<file path="config.mk">
export PLATFORM = sky130hd
export DESIGN_NAME = archive_stream_parse_verify_flat
export DESIGN_NICKNAME = d
export VERILOG_FILES = /design/src/rtl/core/asv_pkg.sv /design/src/rtl/core/asv_stream_if.sv /design/src/rtl/core/asv_cfg_regs.sv /design/src/rtl/core/asv_parser.sv /design/src/rtl/core/archive_stream_parse_verify.sv /design/src/flat_wrapper.sv
export SDC_FILE = /design/constraint.sdc
export NUM_CORES = 2
export LEC_CHECK = 0
export BUFFER_PORTS_ARGS = -buffer_cell sky130_fd_sc_hd__buf_2
export CORE_MARGIN = 2
export CORE_UTILIZATION = 63
export CTS_CLUSTER_DIAMETER = 120
export CTS_CLUSTER_SIZE = 30
export DETAILED_ROUTE_END_ITERATION = 7
export PLACE_DENSITY_LB_ADDON = 0.25
export REMOVE_ABC_BUFFERS = 1
export SLEW_MARGIN = 20
export SYNTH_ARGS = -nofsm -noshare
export SYNTH_HDL_FRONTEND = slang
export SYNTH_SLANG_ARGS = --single-unit
</file>
<file path="constraint.sdc">
create_clock -name clk -period 10.85 [get_ports clk]
set_input_delay 2.17 -clock clk [delete_from_list [all_inputs] [get_ports clk]]
set_output_delay 2.17 -clock clk [all_outputs]
set_load 0.02 [all_outputs]
</file>
<file path="src/rtl/core/asv_pkg.sv">
// package: field widths, phase codes, result kinds, status codes and crc helper
package asv_pkg;
  localparam int unsigned PathBytesDefault = 256;
  localparam logic [31:0] CrcSeedReset = 32'h5A3C9E71;
  localparam logic [7:0] MaskReset = 8'hA5;
  localparam logic [7:0] VersionReset = 8'h02;
  localparam logic [31:0] CrcPoly = 32'hEDB88320;

  localparam logic [1:0] RegCrcSeed = 2'd0;
  localparam logic [1:0] RegMask = 2'd1;
  localparam logic [1:0] RegVersion = 2'd2;

  localparam logic [2:0] KindHeader = 3'd0;
  localparam logic [2:0] KindPath = 3'd1;
  localparam logic [2:0] KindMeta = 3'd2;
  localparam logic [2:0] KindData = 3'd3;
  localparam logic [2:0] KindSum = 3'd4;
  localparam logic [2:0] KindFooter = 3'd5;
  localparam logic [2:0] KindIgnored = 3'd6;

  localparam logic [2:0] StParsing = 3'd0;
  localparam logic [2:0] StComplete = 3'd1;
  localparam logic [2:0] StBadMagic = 3'd2;
  localparam logic [2:0] StBadVersion = 3'd3;
  localparam logic [2:0] StPathLong = 3'd4;
  localparam logic [2:0] StBadFooter = 3'd5;

  typedef enum logic [3:0] {
    PH_MAGIC, PH_VERSION, PH_FLAGS, PH_COUNT, PH_PLEN, PH_PATH, PH_TYPE,
    PH_MODE, PH_MTIME, PH_SIZE, PH_DATA, PH_SUM, PH_FOOTER, PH_END
  } phase_t;

  typedef struct packed {
    logic [7:0] in_byte;
    logic start_archive;
  } in_item_t;

  typedef struct packed {
    logic [2:0] byte_kind;
    logic [7:0] plain_byte;
    logic entry_done;
    logic [31:0] entry_number;
    logic is_directory;
    logic [15:0] entry_mode;
    logic signed [63:0] entry_mtime;
    logic [31:0] entry_size;
    logic sum_present;
    logic sum_matches;
    logic [2:0] status;
  } out_item_t;

  typedef struct packed {
    logic [31:0] crc_seed;
    logic [7:0] scramble_mask;
    logic [7:0] expected_version;
  } cfg_t;

  function automatic logic [7:0] head_mark(input logic [1:0] i);
    logic [7:0] r;
    unique case (i)
      2'd0: r = 8'h41;
      2'd1: r = 8'h52;
      2'd2: r = 8'h4B;
      default: r = 8'h56;
    endcase
    return r;
  endfunction

  function automatic logic [7:0] tail_mark(input logic [2:0] i);
    logic [7:0] r;
    unique case (i)
      3'd0: r = 8'h41;
      3'd1: r = 8'h52;
      3'd2: r = 8'h4B;
      3'd3: r = 8'h56;
      3'd4: r = 8'h5F;
      3'd5: r = 8'h45;
      3'd6: r = 8'h4E;
      default: r = 8'h44;
    endcase
    return r;
  endfunction

  // one byte of reflected crc-32, eight narrow dependent steps
  function automatic logic [31:0] crc_byte(input logic [31:0] c, input logic [7:0] b);
    logic [31:0] x;
    x = c ^ {24'd0, b};
    for (int k = 0; k < 8; k++) begin
      x = x[0] ? ((x >> 1) ^ CrcPoly) : (x >> 1);
    end
    return x;
  endfunction
endpackage

</file>
<file path="src/rtl/core/asv_stream_if.sv">
// valid/ready channel carrying one payload
interface asv_stream_if #(parameter type payload_t = logic) (input logic clk);
  logic valid;
  logic ready;
  payload_t data;
  modport source (output valid, output data, input ready);
  modport sink (input valid, input data, output ready);
endinterface

</file>
<file path="src/rtl/core/asv_cfg_regs.sv">
// configuration register file
module asv_cfg_regs (
  input logic clk,
  input logic rst,
  input logic cfg_we,
  input logic [1:0] cfg_index,
  input logic [31:0] cfg_data,
  output asv_pkg::cfg_t cfg
);
  import asv_pkg::*;

  // register writes
  always_ff @(posedge clk) begin
    if (rst) begin
      cfg.crc_seed <= CrcSeedReset;
      cfg.scramble_mask <= MaskReset;
      cfg.expected_version <= VersionReset;
    end else if (cfg_we) begin
      if (cfg_index == RegCrcSeed) cfg.crc_seed <= cfg_data;
      if (cfg_index == RegMask) cfg.scramble_mask <= cfg_data[7:0];
      if (cfg_index == RegVersion) cfg.expected_version <= cfg_data[7:0];
    end
  end
endmodule

</file>
<file path="src/rtl/core/asv_parser.sv">
// parser datapath: one byte per cycle while step is high, path buffer memory, crc and result register
module asv_parser #(
  parameter int unsigned PATH_BYTES = asv_pkg::PathBytesDefault
) (
  input logic clk,
  input logic rst,
  input asv_pkg::cfg_t cfg,
  input logic step,
  input asv_pkg::in_item_t item,
  output asv_pkg::out_item_t result
);
  import asv_pkg::*;

  localparam int unsigned AW = (PATH_BYTES > 1) ? $clog2(PATH_BYTES) : 1;

  phase_t phase, phase_next;
  logic [2:0] fbi, fbi_next;
  logic [63:0] fshift, fshift_next;
  logic [1:0] flags, flags_next;
  logic [31:0] entries_left, entries_left_next;
  logic [31:0] counter, counter_next;
  logic [15:0] path_length, path_length_next;
  logic [15:0] key_pos, key_pos_next;
  logic [31:0] bytes_left, bytes_left_next;
  logic [31:0] crc, crc_next;
  logic [15:0] l_mode, l_mode_next;
  logic [63:0] l_mtime, l_mtime_next;
  logic [31:0] l_size, l_size_next;
  logic l_dir, l_dir_next;
  logic [2:0] stat, stat_next;
  logic [7:0] path_mem [PATH_BYTES];
  logic [7:0] key_byte;
  logic [7:0] next_key_byte;
  logic [AW-1:0] rd_addr;
  logic mem_we;
  out_item_t res;

  // restart view of the state
  phase_t ph;
  logic [2:0] fb;
  logic [1:0] fl;
  logic [31:0] el, cnt, crc0;
  logic [15:0] plen, kp;
  logic [15:0] mo;
  logic [63:0] mt;
  logic [31:0] sz;
  logic dr;
  logic [2:0] st;
  logic [63:0] acc;
  logic [7:0] b, p;
  logic last;

  always_comb begin
    b = item.in_byte;
    if (item.start_archive) begin
      ph = PH_MAGIC; fb = '0; fl = '0; el = '0; cnt = '0; plen = '0; kp = '0;
      crc0 = ~cfg.crc_seed; mo = '0; mt = '0; sz = '0; dr = 1'b0; st = StParsing;
    end else begin
      ph = phase; fb = fbi; fl = flags; el = entries_left; cnt = counter;
      plen = path_length; kp = key_pos; crc0 = crc; mo = l_mode; mt = l_mtime;
      sz = l_size; dr = l_dir; st = stat;
    end
    phase_next = ph; fbi_next = fb; flags_next = fl; entries_left_next = el;
    counter_next = cnt; path_length_next = plen; key_pos_next = kp;
    bytes_left_next = bytes_left; crc_next = crc0; l_mode_next = mo;
    l_mtime_next = mt; l_size_next = sz; l_dir_next = dr; stat_next = st;
    fshift_next = fshift;
    mem_we = 1'b0;
    p = b;
    res = '0;
    res.byte_kind = KindIgnored;
    // little-endian field collection
    acc = (fb == 3'd0) ? 64'd0 : fshift;
    acc = acc | ({56'd0, b} << {fb, 3'b000});
    last = 1'b0;

    unique case (ph)
      PH_MAGIC: begin
        res.byte_kind = KindHeader;
        if (b != head_mark(fb[1:0])) begin
          stat_next = StBadMagic; phase_next = PH_END;
        end else if (fb == 3'd3) begin
          fbi_next = '0; phase_next = PH_VERSION;
        end else fbi_next = fb + 3'd1;
      end
      PH_VERSION: begin
        res.byte_kind = KindHeader;
        if (b != cfg.expected_version) begin
          stat_next = StBadVersion; phase_next = PH_END;
        end else phase_next = PH_FLAGS;
      end
      PH_FLAGS: begin
        res.byte_kind = KindHeader;
        flags_next = b[1:0]; fbi_next = '0; phase_next = PH_COUNT;
      end
      PH_COUNT: begin
        res.byte_kind = KindHeader;
        fshift_next = acc;
        if (fb == 3'd3) begin
          fbi_next = '0; entries_left_next = acc[31:0];
          phase_next = (acc[31:0] == 32'd0) ? PH_FOOTER : PH_PLEN;
        end else fbi_next = fb + 3'd1;
      end
      PH_PLEN: begin
        res.byte_kind = KindMeta;
        fshift_next = acc;
        if (fb == 3'd0) begin
          l_dir_next = 1'b0; l_mode_next = '0; l_mtime_next = '0; l_size_next = '0;
          fbi_next = 3'd1;
        end else begin
          fbi_next = '0; path_length_next = acc[15:0]; key_pos_next = '0;
          if (32'(acc[15:0]) > 32'(PATH_BYTES)) begin
            stat_next = StPathLong; phase_next = PH_END;
          end else phase_next = (acc[15:0] == 16'd0) ? PH_TYPE : PH_PATH;
        end
      end
      PH_PATH: begin
        res.byte_kind = KindPath;
        mem_we = 32'(kp) < 32'(PATH_BYTES);
        key_pos_next = kp + 16'd1;
        if (kp + 16'd1 >= plen) phase_next = PH_TYPE;
      end
      PH_TYPE: begin
        res.byte_kind = KindMeta;
        l_dir_next = (b == 8'h01); fbi_next = '0; phase_next = PH_MODE;
      end
      PH_MODE: begin
        res.byte_kind = KindMeta;
        fshift_next = acc;
        if (fb == 3'd1) begin
          fbi_next = '0; l_mode_next = acc[15:0]; phase_next = PH_MTIME;
        end else fbi_next = fb + 3'd1;
      end
      PH_MTIME: begin
        res.byte_kind = KindMeta;
        fshift_next = acc;
        if (fb == 3'd7) begin
          fbi_next = '0; l_mtime_next = acc; phase_next = PH_SIZE;
        end else fbi_next = fb + 3'd1;
      end
      PH_SIZE: begin
        res.byte_kind = KindMeta;
        fshift_next = acc;
        if (fb == 3'd3) begin
          fbi_next = '0; l_size_next = acc[31:0]; bytes_left_next = acc[31:0];
          crc_next = ~cfg.crc_seed; key_pos_next = '0;
          if (acc[31:0] == 32'd0) begin
            if (fl[0]) phase_next = PH_SUM;
            else begin
              res.entry_done = 1'b1; last = 1'b1;
            end
          end else phase_next = PH_DATA;
        end else fbi_next = fb + 3'd1;
      end
      PH_DATA: begin
        res.byte_kind = KindData;
        if (fl[1] && plen != 16'd0 && kp < plen && 32'(kp) < 32'(PATH_BYTES))
          p = b ^ key_byte ^ cfg.scramble_mask;
        key_pos_next = (kp + 16'd1 >= plen) ? 16'd0 : kp + 16'd1;
        crc_next = crc_byte(crc0, p);
        bytes_left_next = bytes_left - 32'd1;
        if (bytes_left == 32'd1) begin
          if (fl[0]) begin
            phase_next = PH_SUM; fbi_next = '0;
          end else begin
            res.entry_done = 1'b1; last = 1'b1;
          end
        end
      end
      PH_SUM: begin
        res.byte_kind = KindSum;
        fshift_next = acc;
        if (fb == 3'd3) begin
          res.sum_matches = acc[31:0] == ((sz == 32'd0) ? 32'd0 : ~crc0);
          res.entry_done = 1'b1; last = 1'b1;
        end else fbi_next = fb + 3'd1;
      end
      PH_FOOTER: begin
        res.byte_kind = KindFooter;
        if (b != tail_mark(fb)) begin
          stat_next = StBadFooter; phase_next = PH_END;
        end else if (fb == 3'd7) begin
          fbi_next = '0; stat_next = StComplete; phase_next = PH_END;
        end else fbi_next = fb + 3'd1;
      end
      default: res.byte_kind = KindIgnored;
    endcase

    // entry completion
    if (last) begin
      counter_next = cnt + 32'd1;
      entries_left_next = el - 32'd1;
      fbi_next = '0;
      phase_next = (el == 32'd1) ? PH_FOOTER : PH_PLEN;
    end

    res.plain_byte = p;
    res.entry_number = cnt;
    res.is_directory = l_dir_next;
    res.entry_mode = l_mode_next;
    res.entry_mtime = l_mtime_next;
    res.entry_size = l_size_next;
    res.sum_present = flags_next[0];
    res.status = stat_next;
  end

  // key byte for the next data byte, read ahead from the path buffer
  always_comb begin
    rd_addr = key_pos_next[AW-1:0];
    if (32'(key_pos_next) >= 32'(PATH_BYTES)) rd_addr = '0;
  end

  // path buffer write, registered read with bypass of this cycle's write
  always_ff @(posedge clk) begin
    if (step && mem_we) path_mem[kp[AW-1:0]] <= b;
    if (step) next_key_byte <= path_mem[rd_addr];
  end

  logic byp_valid;
  logic [7:0] byp_data;
  always_ff @(posedge clk) begin
    if (step) begin
      byp_valid <= mem_we && (kp[AW-1:0] == rd_addr);
      byp_data <= b;
    end
  end
  assign key_byte = byp_valid ? byp_data : next_key_byte;

  // state and result register
  always_ff @(posedge clk) begin
    if (rst) begin
      phase <= PH_MAGIC; fbi <= '0; fshift <= '0; flags <= '0; entries_left <= '0;
      counter <= '0; path_length <= '0; key_pos <= '0; bytes_left <= '0;
      crc <= ~CrcSeedReset; l_mode <= '0; l_mtime <= '0; l_size <= '0;
      l_dir <= 1'b0; stat <= StParsing;
    end else if (step) begin
      phase <= phase_next; fbi <= fbi_next; fshift <= fshift_next;
      flags <= flags_next; entries_left <= entries_left_next;
      counter <= counter_next; path_length <= path_length_next;
      key_pos <= key_pos_next; bytes_left <= bytes_left_next; crc <= crc_next;
      l_mode <= l_mode_next; l_mtime <= l_mtime_next; l_size <= l_size_next;
      l_dir <= l_dir_next; stat <= stat_next;
    end
  end

  always_ff @(posedge clk) begin
    if (step) result <= res;
  end
endmodule

</file>
<file path="src/rtl/core/archive_stream_parse_verify.sv">
// top level of the archive stream parser and verifier
// Usage:
//   in_ch carries one archive byte per request with start_archive marking the
//   first magic byte of a new archive. out_ch returns one result per request:
//   the byte kind, the plain (descrambled) byte, entry metadata, crc match and
//   status. Configuration (crc seed, scramble mask, expected version) is
//   written through cfg_we / cfg_index / cfg_data while the block is idle.
//   The result of a request appears on out_ch in the cycle after the
//   request is taken. Throughput: one request per cycle while out_ch is ready,
//   set by the single result register and the byte-wide crc in front of it;
//   the path buffer read is registered and done ahead for the next data byte.
//   When the receiver stalls, the held result stays on out_ch and in_ch is
//   ready only when the result register is empty or being drained.
//   Reset (rst, synchronous) returns the parser to the magic phase, clears the
//   output valid and restores the register defaults; the path buffer is not
//   cleared since every entry is written before it is read.
module archive_stream_parse_verify #(
  parameter int unsigned PATH_BYTES = asv_pkg::PathBytesDefault
) (
  input logic clk,
  input logic rst,
  input logic cfg_we,
  input logic [1:0] cfg_index,
  input logic [31:0] cfg_data,
  asv_stream_if.sink in_ch,
  asv_stream_if.source out_ch
);
  import asv_pkg::*;

  cfg_t cfg;
  out_item_t result;
  logic step;
  logic out_valid;

  asv_cfg_regs u_cfg (
    .clk(clk), .rst(rst), .cfg_we(cfg_we), .cfg_index(cfg_index),
    .cfg_data(cfg_data), .cfg(cfg)
  );

  // accept when the output register is free or draining
  assign in_ch.ready = !out_valid || out_ch.ready;
  assign step = in_ch.valid && in_ch.ready;

  asv_parser #(.PATH_BYTES(PATH_BYTES)) u_parser (
    .clk(clk), .rst(rst), .cfg(cfg), .step(step), .item(in_ch.data),
    .result(result)
  );

  // output valid flag
  always_ff @(posedge clk) begin
    if (rst) out_valid <= 1'b0;
    else if (step) out_valid <= 1'b1;
    else if (out_ch.ready) out_valid <= 1'b0;
  end

  assign out_ch.valid = out_valid;
  assign out_ch.data = result;
endmodule

</file>
<file path="src/flat_wrapper.sv">
// flat-port wrapper written by rule: the top's interface ports become plain ports
module archive_stream_parse_verify_flat import asv_pkg::*;
#(
  parameter int unsigned PATH_BYTES = asv_pkg::PathBytesDefault
)
  (clk, rst, cfg_we, cfg_index, cfg_data, in_ch_valid, in_ch_data, in_ch_ready, out_ch_valid, out_ch_data, out_ch_ready);
  asv_stream_if #(.payload_t(in_item_t)) in_ch_i (.clk(clk));
  asv_stream_if #(.payload_t(out_item_t)) out_ch_i (.clk(clk));
  input logic clk;
  input logic rst;
  input logic cfg_we;
  input logic [1:0] cfg_index;
  input logic [31:0] cfg_data;
  input wire logic [$bits(in_ch_i.valid)-1:0] in_ch_valid;
  input wire logic [$bits(in_ch_i.data)-1:0] in_ch_data;
  output wire logic [$bits(in_ch_i.ready)-1:0] in_ch_ready;
  output wire logic [$bits(out_ch_i.valid)-1:0] out_ch_valid;
  output wire logic [$bits(out_ch_i.data)-1:0] out_ch_data;
  input wire logic [$bits(out_ch_i.ready)-1:0] out_ch_ready;
  assign in_ch_i.valid = in_ch_valid;
  assign in_ch_i.data = in_ch_data;
  assign in_ch_ready = in_ch_i.ready;
  assign out_ch_valid = out_ch_i.valid;
  assign out_ch_data = out_ch_i.data;
  assign out_ch_i.ready = out_ch_ready;
  archive_stream_parse_verify #(.PATH_BYTES(PATH_BYTES)) u_core (.clk(clk), .rst(rst), .cfg_we(cfg_we), .cfg_index(cfg_index), .cfg_data(cfg_data), .in_ch(in_ch_i), .out_ch(out_ch_i));
endmodule
</file>
* Word-level counts from Yosys, hierarchy flattened
Memory sizes are Yosys's and may differ from the RTL's. A register that Yosys moved wholly into a read port is not among the register bits. Cells that the tools add are included.
Cells by class: $lt $le $gt $ge 5, bitwise operators 14, reductions and logical operators 29, add/sub/neg operators 5, mux-type cells 108, equal/unequal tests 32, shift-type cells 1
Operators with widths (number):
- 2-to-1 mux 32 bit | 21
- 2-to-1 mux 64 bit | 4
- one-hot mux 32 bit (2 select lines) | 3
- 2-to-1 mux 16 bit | 10
- one-hot mux 64 bit (2 select lines) | 1
- NOT 13 -> 14 bit | 8
- 2-to-1 mux 4 bit | 19
- == test 32 x 1 -> 1 bit, second input constant | 2
- logical NOT 32 bit | 2
- NOT 32 bit | 2
- bitwise OR 64 bit | 1
- one-hot mux 16 bit (4 select lines) | 1
- left shift 8 x 6 -> 64 bit | 1
- subtractor 32 x 1 -> 32 bit, second input constant | 2
- 2-to-1 mux 8 bit | 7
- 2-to-1 mux 3 bit | 17
- one-hot mux 4 bit (12 select lines) | 1
- one-hot mux 5 bit (7 select lines) | 1
- adder 32 x 1 -> 32 bit, second input constant | 1
- == test 32 bit | 1
- one-hot mux 16 bit (2 select lines) | 1
- bitwise XOR 32 x 8 -> 32 bit | 1
- one-hot mux 3 bit (9 select lines) | 1
- != test 8 bit | 3
- 42 further kinds | 83
Storage, ports and cells: input port bits 48, register bits 569, memories kept 1, bits in writable memories 2048, output and inout bits 164, logic and storage cells 227
Memory list:
- u_core.u_parser.path_mem | words 256, bits a word 8, read ports 1, clocked after memory_dff 1, write ports 1, RTL line asv_parser.sv:31 | logic [7:0] path_mem [PATH_BYTES];

* Logic depth before layout (Yosys ltp)
depth after elaboration 25, gate-level depth with buffers 30, depth with buffers taken out 22

* Hierarchy
From an unflattened synthesis, not the netlist that was laid out.
Unflattened totals: cell total of the unflattened synthesis 9250, area, all modules 111324.3 um^2
Modules (own cells, without submodules):
- asv_parser | area each 109253.5 um^2, sequential area each 73860.8 um^2, instances 1, cells an instance 9042
- asv_cfg_regs | area each 2015.7 um^2, sequential area each 960.9 um^2, instances 1, cells an instance 203
- archive_stream_parse_verify | area each 55.1 um^2, sequential area each 20.0 um^2, instances 1, cells an instance 5

* Worst setup path after synthesis
No wires, ideal clock.
kind input port to flip-flop, start input out_ch_ready, end register u_core.u_parser.byp_data[0] (enable), data arrival time 8228 ps, setup slack 2009 ps, setup time 613 ps, cell stages on the path 6, data required time 10237 ps, buffers on the path 3, path through nand2b_1 -> nand2_1 -> inv_1 -> clkbuf_1 -> clkbuf_1 -> clkbuf_1
Between the ends: longest elaborated chain between the ends 2
RTL lines:
- from (decl) | RTL line flat_wrapper.sv:19 | input wire logic [$bits(out_ch_i.ready)-1:0] out_ch_ready;
- logical OR 1 bit | RTL line archive_stream_parse_verify.sv:41 | assign in_ch.ready = !out_valid || out_ch.ready;
- logical AND 1 bit | RTL line archive_stream_parse_verify.sv:42 | assign step = in_ch.valid && in_ch.ready;
- via u_core.step | RTL line archive_stream_parse_verify.sv:32 | logic step;
- to (signal assigned) | RTL line asv_parser.sv:224 | byp_data <= b;
- to (decl) | RTL line asv_parser.sv:220 | logic [7:0] byp_data;
The timed path passes the listed nets, and every way through them passes these cells. A chain may end at the register's enable or synchronous reset.

* Worst setup path after layout
start input in_ch_data[0], end register u_core.u_parser.next_key_byte[5] (read register of u_core.u_parser.path_mem) (data pin)
Between the ends: longest elaborated chain between the ends 7, elaborated cells on any way between the ends 18, those cells by class 1 x add/sub; 2 x order compare; 5 x eq/ne; 9 x mux; 1 x reduce/logical
RTL lines:
- from (decl) | RTL line flat_wrapper.sv:15 | input wire logic [$bits(in_ch_i.data)-1:0] in_ch_data;
- 2-to-1 mux 16 bit | RTL line asv_parser.sv:55 | if (item.start_archive) begin
- adder 16 x 1 -> 16 bit | RTL line asv_parser.sv:120, asv_parser.sv:159
- greater-or-equal comparator 16 bit | RTL line asv_parser.sv:159 | key_pos_next = (kp + 16'd1 >= plen) ? 16'd0 : kp + 16'd1;
- 2-to-1 mux 16 bit | RTL line asv_parser.sv:159
- one-hot mux 16 bit (4 select lines) * | RTL line asv_parser.sv:77 | unique case (ph)
- greater-or-equal comparator 16 x 9 -> 1 bit | RTL line asv_parser.sv:210 | if (32'(key_pos_next) >= 32'(PATH_BYTES)) rd_addr = '0;
- 2-to-1 mux 8 bit * | RTL line asv_parser.sv:210
- to (decl) | RTL line asv_parser.sv:33 | logic [7:0] next_key_byte;
Every way passes the cells marked *; elsewhere a longest branch is shown, timed or not.

==> metrics <==
status=finished with violations; violated checks=design-rule violations; H-Tree Depth=3; critical path depth=25; R2R Setup Slk=2.25 ns; first-pass GRT wire length=514,000 µm; Mapped Area=0.109 mm²; crit path DAT=10.51 ns; fin cells=11,100; RSZ-0062 raised after global routing=no; CTS Hold Bufs=0; largest net degree at the start of global routing=213; HP Class=flop to flop; total CTS buffers=97; fraction of layout cells with a size suffix above 1=0.0830; Critical Path RT=11.56 ns; ys flop type=edfxtp_1; R2R cell count=24; Avg Cell Area, Syn=12.4 µm²; CP max-delay cell=a211oi_1; chip height=421 µm; peak supply drop=0.000150 V; Placed Area=0.114 mm²; share of the synthesized area in the top cell type=0.611; area grow syn2layout=6.50%; CP delay by family, top=simple AND/OR/NAND/NOR gates; via count=80,000; Slew headroom=0.164; final net count=8,843; final wirelength=361,000 µm; Std-Cell Rows=152; CTS Root Cell=clkbuf_16; final hold vios=0; Die X-Extent=421 µm; Placed Cells=11,000; skew final=0.0749 ns; Clock Latency Late Sink=0.83 ns; CTS tree=built; Area contributors post-synth=edfxtp_1, dfxtp_1, nand2_1; DRT antenna net count=0; post-route design area=0.117 mm²; core box area=0.172 mm²; Post-DP HPWL=233,000 µm; clk slew on worst S/H paths=0.13 ns; pwr/cell area=146 mW/mm²; Hold Path Depth=2; Initial Util=0.636; crit path buf inv count=4; MaxCap Viol Count=0; Post-CTS Setup Inserts=0; Post-Syn Instances=8,793; crit path time final=9.80 ns; static leakage=37.7 nW; port bufs=211; initial drt markers=13,400; drt drc=6; drt wl/cell=32.5 µm; vias in the first global route=74,200; Fmax=102 MHz; GR Overflow Total=0; area leader, netlist=edfxtp_1; critical path type=primary input to flop; endpoint type of the worst setup path=flop; die area=0.177 mm²; TritonRoute pass-1 iters=8; unique cell type count in the Yosys netlist=100; via/cell ratio=7.20; Final Cycle Share=0.903; # resized after CTS=0; Critical Path Max Stage Delay=1.02 ns; gr usage total=0.401; Seq/Total Area, Yosys=0.684; boundary pin count=212; post-synthesis register bit count=2,625; number of synthesized flops with an enable pin=2,227; Startpoint Class=primary input; fraction of registers with async set/reset=0; Worst-Margin Slew=1.25 ns; initial antenna violation count=26; Clock Sinks=2,625; # setup viols final=0; Pins Over Slew Limit=0; Worst Path Max Fanout=60; gpl congestion=1.01; Clock Path Buffers=3; yosys warns=0
[synthesized netlist by cell type, types with 92 or more instances]
master / instances
a211oi_1: 117
buf_2: 118
dfxtp_1: 398
a21oi_1: 494
a31oi_1: 92
o221ai_1: 359
buf_1: 95
nor2_1: 734
o21ai_0: 399
nand3_1: 432
mux2i_1: 191
nand2_1: 1120
nor3_1: 158
edfxtp_1: 2227
clkbuf_1: 430
o22ai_1: 211
xnor2_1: 98
[worst register-to-register path: cells and delay by family, from the launching register on]
kind | cells | cell delay, ns
and+or+nand+nor | 10 | 3.39
adders and majority gates | 2 | 0.59
buffers and inverters | 3 | 1.13
muxes | 1 | 0.29
DFF | 1 | 0.37
AOI/OAI and AO/OA | 8 | 2.73
[power breakdown]
part	internal, mW	switching (mW)	total [mW]	leakage (nW)
Sequential	11.0	0.0615	11.0	23.4
Clock	1.72	2.99	4.71	1.32
Combinational	0.309	0.910	1.22	13.0
Total	13.0	3.96	17.0	37.7
[stage by stage]
| stage | hold slack, ns | power (mW) | setup WS [ns] | setup TNS [ns] | utilization |
|---|---|---|---|---|---|
| finish | 0.463 | 17.0 | 1.05 | 0 | 0.677 |
| global route | 0.482 | 17.3 | 0.982 | 0 | 0.677 |
| CTS | 0.463 | 16.9 | 1.47 | 0 | 0.677 |
| global placement | 0.441 | 12.4 | 0.721 | 0 | 0.660 |
| detailed placement | 0.447 | 12.4 | 0.708 | 0 | 0.661 |
| floorplan | 0.430 | 11.8 | -25.11 | -2156.49 | - |
[cell families (layout without fill, tap and decap cells)]
| group | after synthesis | after routing | synth area share |
|---|---|---|---|
| and+or+nand+nor | 2818 | 2818 | 0.115 |
| DFF | 2625 | 2625 | 0.684 |
| AOI/OAI and AO/OA | 2224 | 2224 | 0.137 |
| buffers and inverters | 704 | 703 | 0.0261 |
| muxes | 204 | 204 | 0.0188 |
| xor gates and xnor gates | 164 | 164 | 0.0131 |
| adders and majority gates | 53 | 53 | 0.00606 |
| other | 1 | 12 | 0.0000343 |
[routing by layer]
metal / GRT usage / vias to the layer above / wire length [µm]
met5: 0.00111 / - / 144
met2: 0.601 / 6289 / 159000
met3: 0.114 / 1212 / 50300
met1: 0.529 / 39000 / 126000
li1: - / 33500 / -
met4: 0.226 / 20 / 25000
[final cells by class]
cell class	count	area (µm²)
Inverter	47	184
Tap cell	2310	2890
Antenna cell	11	27.5
Sequential cell	2625	74800
Timing Repair Buffer	507	3770
Fill cell	12200	55600
Clock inverter	7	130
Clock buffer	142	2620
Multi-Input combinational cell	5464	32000
[layout by cell type, fill, tap and decap left out, types with 211 or more instances in the layout]
cell type  count
a21oi_1      493
buf_4        263
dfxtp_1      398
edfxtp_1    2227
nand2_1     1111
nand3_1      428
nor2_1       729
o21ai_0      397
o221ai_1     359
o22ai_1      211
[final timing paths]
kind                                            startpoint                          endpoint
worst min register to register  u_core.u_parser.fshift[58]        u_core.u_parser.fshift[58]
worst min-delay path            u_core.u_parser.fshift[58]        u_core.u_parser.fshift[58]
worst max register to register  u_core.u_parser.key_pos[0]  u_core.u_parser.next_key_byte[5]
worst max-delay path                         in_ch_data[0]  u_core.u_parser.next_key_byte[5]
[state kept, by name, indices dropped and copies added (netlist names), 16 cells and up]
register and cells:
u_core.u_parser.path_length 16, u_core.u_parser.bytes_left 32, u_core.u_parser.result 162, u_core.u_parser.path_mem 2048
u_core.u_parser.l_mode 16, u_core.u_parser.counter 32, u_core.u_parser.entries_left 32, u_core.u_parser.l_size 32
u_core.u_parser.l_mtime 64, u_core.u_parser.key_pos 16, u_core.u_parser.crc 32, u_core.u_cfg.cfg 48
u_core.u_parser.fshift 64
Note: power is estimated with default switching activity, not from simulation.
